$ cat config.mk
export PLATFORM = sky130hd
export DESIGN_NAME = ilha_ctrl
export DESIGN_NICKNAME = d
export VERILOG_FILES = /design/src/design/ilha_pkg.sv /design/src/design/ilha_ctrl.sv
export SDC_FILE = /design/constraint.sdc
export NUM_CORES = 1
export LEC_CHECK = 0
export ABC_AREA = 1
export BUFFER_PORTS_ARGS = -buffer_cell sky130_fd_sc_hd__clkbuf_2
export CAP_MARGIN = 20
export CORE_ASPECT_RATIO = 1.1
export CORE_MARGIN = 2
export CORE_UTILIZATION = 25
export CTS_CLUSTER_SIZE = 16
export DETAILED_ROUTE_END_ITERATION = 8
export SLEW_MARGIN = 20
export SYNTH_ARGS = -nofsm -noshare
export SYNTH_HDL_FRONTEND = slang
export SYNTH_SLANG_ARGS = --single-unit
$ cat constraint.sdc
create_clock -name aclk -period 1.8 [get_ports aclk]
set_input_delay 0.18 -clock aclk [delete_from_list [all_inputs] [get_ports aclk]]
set_output_delay 0.18 -clock aclk [all_outputs]
set_load 0.01 [all_outputs]
$ cat src/design/ilha_pkg.sv
`timescale 1ns / 1ps
// Shared types and constants for the implicit-list heap allocator.
// Used by ilha_ctrl, ilha_dp and the top level.
package ilha_pkg;

    localparam logic [31:0] PROLOGUE_PAYLOAD = 32'd8;
    localparam logic [31:0] SPLIT_MIN        = 32'd16;
    localparam logic [16:0] MIN_BLOCK        = 17'd16;
    localparam logic [1:0]  STATUS_OK        = 2'd0;
    localparam logic [1:0]  STATUS_ZERO      = 2'd1;
    localparam logic [1:0]  STATUS_NO_MEM    = 2'd2;

    typedef enum logic [4:0] {
        OP_NONE, OP_CLEAR, OP_IDLE, OP_DECODE, OP_RD_A4, OP_FR_SET,
        OP_PW_H, OP_RD_H, OP_PW_F, OP_RD_BP8, OP_MG_P, OP_MG_S2, OP_MG_PA,
        OP_MG_SZ, OP_MG_NA, OP_MG_C1, OP_MG_CA, OP_MG_CB, OP_RD_BP4,
        OP_MG_ROV, OP_RD_ROV, OP_S1, OP_S2_INIT, OP_S2, OP_CV, OP_CV_N2,
        OP_GR0, OP_GR1, OP_GR2, OP_GR3, OP_EMIT
    } op_t;

    typedef enum logic [5:0] {
        ST_INIT, ST_IDLE, ST_DECODE, ST_FR_RD, ST_FR_SET,
        ST_PW_H, ST_PW_R, ST_PW_F,
        ST_MG0, ST_MG1, ST_MG2, ST_MG3, ST_MG4, ST_MG5, ST_MG6,
        ST_MG_CA, ST_MG_CB, ST_MG_RV, ST_MG_RV2,
        ST_S1_RD, ST_S1_CK, ST_S2_INIT, ST_S2_RD, ST_S2_CK,
        ST_CV_RD, ST_CV_CK, ST_CV_N, ST_CV_N2,
        ST_GR0, ST_GR1, ST_GR2, ST_GR3, ST_EMIT
    } state_t;

    typedef struct packed {
        op_t op;
    } cmd_t;

    typedef struct packed {
        logic clr_done;
        logic acc;
        logic is_free;
        logic is_zero;
        logic fit;
        logic s1_exit;
        logic s2_go;
        logic pa;
        logic na;
        logic cv_small;
        logic gr_fail;
        logic out_busy;
    } stat_t;

endpackage

$ cat src/design/ilha_ctrl.sv
`timescale 1ns / 1ps
// Allocator controller: sequences memory reads and writes of each request.
// Depends on ilha_pkg; drives ilha_dp through cmd_t and reads stat_t.
module ilha_ctrl
    import ilha_pkg::*;
(
    input  logic  aclk,
    input  logic  aresetn,
    input  stat_t st,
    output cmd_t  cmd
);

    state_t state_reg, state_next;
    state_t pair_ret_reg, pair_ret_next;
    state_t mg_ret_reg, mg_ret_next;

    always_ff @(posedge aclk) begin
        if (!aresetn) begin
            state_reg    <= ST_INIT;
            pair_ret_reg <= ST_EMIT;
            mg_ret_reg   <= ST_EMIT;
        end else begin
            state_reg    <= state_next;
            pair_ret_reg <= pair_ret_next;
            mg_ret_reg   <= mg_ret_next;
        end
    end

    always_comb begin
        state_next    = state_reg;
        pair_ret_next = pair_ret_reg;
        mg_ret_next   = mg_ret_reg;
        unique case (state_reg)
            ST_INIT:    if (st.clr_done) state_next = ST_IDLE;
            ST_IDLE:    if (st.acc) state_next = ST_DECODE;
            ST_DECODE: begin
                if (st.is_free)      state_next = ST_FR_RD;
                else if (st.is_zero) state_next = ST_EMIT;
                else                 state_next = ST_S1_RD;
            end
            ST_FR_RD:   state_next = ST_FR_SET;
            ST_FR_SET: begin
                state_next    = ST_PW_H;
                pair_ret_next = ST_MG0;
                mg_ret_next   = ST_EMIT;
            end
            ST_PW_H:    state_next = ST_PW_R;
            ST_PW_R:    state_next = ST_PW_F;
            ST_PW_F:    state_next = pair_ret_reg;
            ST_MG0:     state_next = ST_MG1;
            ST_MG1:     state_next = ST_MG2;
            ST_MG2:     state_next = ST_MG3;
            ST_MG3:     state_next = ST_MG4;
            ST_MG4:     state_next = ST_MG5;
            ST_MG5:     state_next = ST_MG6;
            ST_MG6: begin
                if (st.pa && st.na) begin
                    state_next = ST_MG_RV;
                end else if (st.pa) begin
                    state_next    = ST_PW_H;
                    pair_ret_next = ST_MG_RV;
                end else begin
                    state_next = ST_MG_CA;
                end
            end
            ST_MG_CA:   state_next = ST_MG_CB;
            ST_MG_CB:   state_next = ST_MG_RV;
            ST_MG_RV:   state_next = ST_MG_RV2;
            ST_MG_RV2:  state_next = mg_ret_reg;
            ST_S1_RD:   state_next = ST_S1_CK;
            ST_S1_CK: begin
                if (st.s1_exit)  state_next = ST_S2_INIT;
                else if (st.fit) state_next = ST_CV_RD;
                else             state_next = ST_S1_RD;
            end
            ST_S2_INIT: state_next = ST_S2_RD;
            ST_S2_RD:   state_next = st.s2_go ? ST_S2_CK : ST_GR0;
            ST_S2_CK:   state_next = st.fit ? ST_CV_RD : ST_S2_RD;
            ST_CV_RD:   state_next = ST_CV_CK;
            ST_CV_CK: begin
                state_next    = ST_PW_H;
                pair_ret_next = st.cv_small ? ST_EMIT : ST_CV_N;
            end
            ST_CV_N:    state_next = ST_CV_N2;
            ST_CV_N2: begin
                state_next    = ST_PW_H;
                pair_ret_next = ST_EMIT;
            end
            ST_GR0:     state_next = st.gr_fail ? ST_EMIT : ST_GR1;
            ST_GR1:     state_next = ST_GR2;
            ST_GR2: begin
                state_next  = ST_MG0;
                mg_ret_next = ST_GR3;
            end
            ST_GR3:     state_next = ST_CV_RD;
            ST_EMIT:    if (!st.out_busy) state_next = ST_IDLE;
            default:    state_next = ST_INIT;
        endcase
    end

    always_comb begin
        cmd.op = OP_NONE;
        unique case (state_reg)
            ST_INIT:    cmd.op = OP_CLEAR;
            ST_IDLE:    cmd.op = OP_IDLE;
            ST_DECODE:  cmd.op = OP_DECODE;
            ST_FR_RD:   cmd.op = OP_RD_A4;
            ST_FR_SET:  cmd.op = OP_FR_SET;
            ST_PW_H:    cmd.op = OP_PW_H;
            ST_PW_R:    cmd.op = OP_RD_H;
            ST_PW_F:    cmd.op = OP_PW_F;
            ST_MG0:     cmd.op = OP_RD_BP8;
            ST_MG1:     cmd.op = OP_MG_P;
            ST_MG2:     cmd.op = OP_MG_S2;
            ST_MG3:     cmd.op = OP_MG_PA;
            ST_MG4:     cmd.op = OP_MG_SZ;
            ST_MG5:     cmd.op = OP_MG_NA;
            ST_MG6:     cmd.op = OP_MG_C1;
            ST_MG_CA:   cmd.op = OP_MG_CA;
            ST_MG_CB:   cmd.op = OP_MG_CB;
            ST_MG_RV:   cmd.op = OP_RD_BP4;
            ST_MG_RV2:  cmd.op = OP_MG_ROV;
            ST_S1_RD:   cmd.op = OP_RD_ROV;
            ST_S1_CK:   cmd.op = OP_S1;
            ST_S2_INIT: cmd.op = OP_S2_INIT;
            ST_S2_RD:   cmd.op = OP_RD_ROV;
            ST_S2_CK:   cmd.op = OP_S2;
            ST_CV_RD:   cmd.op = OP_RD_BP4;
            ST_CV_CK:   cmd.op = OP_CV;
            ST_CV_N:    cmd.op = OP_RD_BP4;
            ST_CV_N2:   cmd.op = OP_CV_N2;
            ST_GR0:     cmd.op = OP_GR0;
            ST_GR1:     cmd.op = OP_GR1;
            ST_GR2:     cmd.op = OP_GR2;
            ST_GR3:     cmd.op = OP_GR3;
            ST_EMIT:    cmd.op = st.out_busy ? OP_NONE : OP_EMIT;
            default:    cmd.op = OP_NONE;
        endcase
    end

endmodule

==> metrics.txt <==
CP peak stage delay ~0.36 ns; CTS tree built; WL/cell 15.0 um; cts bufs inserted 3; via count 1707; share of the synthesized area in the top cell type 21.1%; DIE AREA roughly 5500 sq um; Worst Hold Launch aresetn; #FFs+latches synth 13; initial antenna violation count 0; Setup crit start kind register; CTS H-tree lvls 1; Pre-Repair DR Iteration Count 5; mapped cell area 1230 sq um; row cnt 26; Placer Congestion around 1.1; vias in the first global route 1456; final WL 4790 um; Iteration-0 DRC Markers 224; clock buffer depth 2; die height 77.7 um; Antenna Cells 0; Core ar. 4720 sq um; Crit path required time 1.62 ns; HPWL Detailed 3640 um; Syn. warnings 0; worst-margin pin slew 0.324 ns; # fillers 494; Seq/Total Area, Yosys 21.1%; clk_skew 0.00430 ns; fraction of registers with async set/reset 0%; final hold vios 0; port buffer count 18; CTS Sinks 13; total gr overflow 0; crit path DAT between 1.5 and 2 ns; Synth area leaders dfxtp_1 (21%), nand2_1 (16%), nand3_1 (15%); Hold EP mg_ret_reg[5]$_SDFFE_PN1P_; root buf cell clkbuf_8; clk_lat worst skew 0.24 ns; flop2flop setup slack 0.23 ns; Initial Utilization 26.2%; pwr dens between 800 and 900 nW/um^2; synthesized area per cell 5.56 sq um; Slowest cell on crit path dfxtp_2; VDD IR max 0.000347 V; CP Capture Type primary output; Layout area overhead 46.1%; fmax 0.559 GHz; Worst R2R Path Depth 9; Max Cap Viol 0; most frequent cells after synthesis nand2_1 (51), nand3_1 (38), nor2_1 (36), inv_1 (22), dfxtp_1 (13); Final Max Slew Viols 0; GRT Total Usage 16.2%; Die Width 71.0 um; LEAKAGE approximately 0.92 nW; Final nets 278; Slew HR 78.2%; Worst R2R End pair_ret_reg[5]$_SDFFE_PN1P_; top_reg_cell synth dfxtp_1; share of cells above drive strength 1 a little over a third; first-pass GRT wire length 7050 um; Mapped Cells 222; most common cell in the synthesized netlist nand2_1; largest net degree at the start of global routing 12; worst hold margin 0.178 ns; crit path kind reg2out; clk slew on worst S/H paths 0.05 ns; hold crit path type in2reg; Reg2Reg Launch Point state_reg[0]$_SDFFE_PN0P_; Cell Chain, Critical Path inv_2, nand2_4, nor2_4, nand2_4, o21ai_0, nor3_1, nand3_2, buf_2; CTS Hold Bufs 0; Ports 19; Power Total 1.45 mW; DRC viols 0; Most Frequent Cell on Critical Path nand2_4; CP Buf/Inv Count 2; status complete, no violations; Hold Path Stages 2; critical path fanouts, max 5; post-synth cell types 23; Tmin final between 1.5 and 2 ns; final setup vio count 0; CP top delay family simple AND/OR/NAND/NOR gates; max reg flops 6; number of flops mapped to enable cells by yosys 0; area leader, netlist dfxtp_1; RSZ-0062 raised after global routing yes; vias per cell about 5.4; Final Cycle Share 99.4%; syn_nets 236; DRT antenna net count 0
-- placed cells by master (no fill, tap or decap), drive strengths merged --
master / n
nand2: 54
nor2: 43
nand3: 39
buf: 24
inv: 24
clkbuf: 20
dfxtp: 13
a21oi: 12
o21ai: 12
nand4: 11
nor3: 6
o2111ai: 1
clkinv: 1
nor3b: 1
nand3b: 1
a31oi: 1
-- stage by stage --
step	utilization (%)	setup TNS, ns	std cells	setup slack, ns	instance area [sq um]
floorplan	-	0	222	0.417	1230
global placement	31.1	-0.0154	303	-0.0154	1470
detailed placement	31.1	0	303	0.0385	1470
CTS	33.7	0	310	0.000589	1590
global route	38.2	-0.0780	319	-0.0307	1800
finish	38.2	0	319	0.0113	1800
-- routing by layer --
layer	vias up	GRT usage [%]	wire length, um
met5	-	0	0
met4	0	5.85	150
met3	19	2.34	384
met2	104	26.1	2210
met1	753	21.8	2050
li1	831	-	-
-- cell families (layout without fill, tap and decap cells) --
| logic type | after synthesis | count (layout) | share of synthesized area, % |
|---|---|---|---|
| AO/OA/AOI/OAI | 26 | 26 | 10.9 |
| AND/OR/NAND/NOR | 155 | 155 | 59.0 |
| buffers and inverters | 28 | 69 | 9.02 |
| flip-flops | 13 | 13 | 21.1 |
-- worst max-delay path by stage --
stage | endpoint | start | cells after the start
after floorplan | cmd[4] | state_reg[0]$_SDFFE_PN0P_ | 9
after global placement | cmd[2] | state_reg[1]$_SDFFE_PN0P_ | 8
after detailed placement | cmd[2] | state_reg[1]$_SDFFE_PN0P_ | 8
after CTS | cmd[2] | state_reg[5]$_SDFFE_PN0P_ | 7
after global routing | cmd[2] | state_reg[0]$_SDFFE_PN0P_ | 8
final | cmd[2] | state_reg[0]$_SDFFE_PN0P_ | 8
-- repair_timing --
action	CTS	global route
gates resized for setup	17	45
pin swaps	3	7
setup buffers	3	9
setup endpoints to repair	5	5
-- area by class of cell --
class / instances / area [sq um] / area share [%]
sequential: 13 / 280 / 15.5
multi-input combinational: 181 / 1020 / 56.7
inverter: 25 / 98.8 / 5.48
tap: 56 / 70.1 / 3.88
clock buffer: 4 / 45.0 / 2.50
timing repair buffer: 40 / 288 / 16.0
-- power breakdown --
group | internal [mW] | total [mW] | switching, mW
clock network | 0.156 | 0.261 | 0.104
registers | 0.322 | 0.367 | 0.0449
logic | 0.311 | 0.819 | 0.508
total | 0.789 | 1.45 | 0.657
Note: power is estimated with default switching activity, not from simulation.
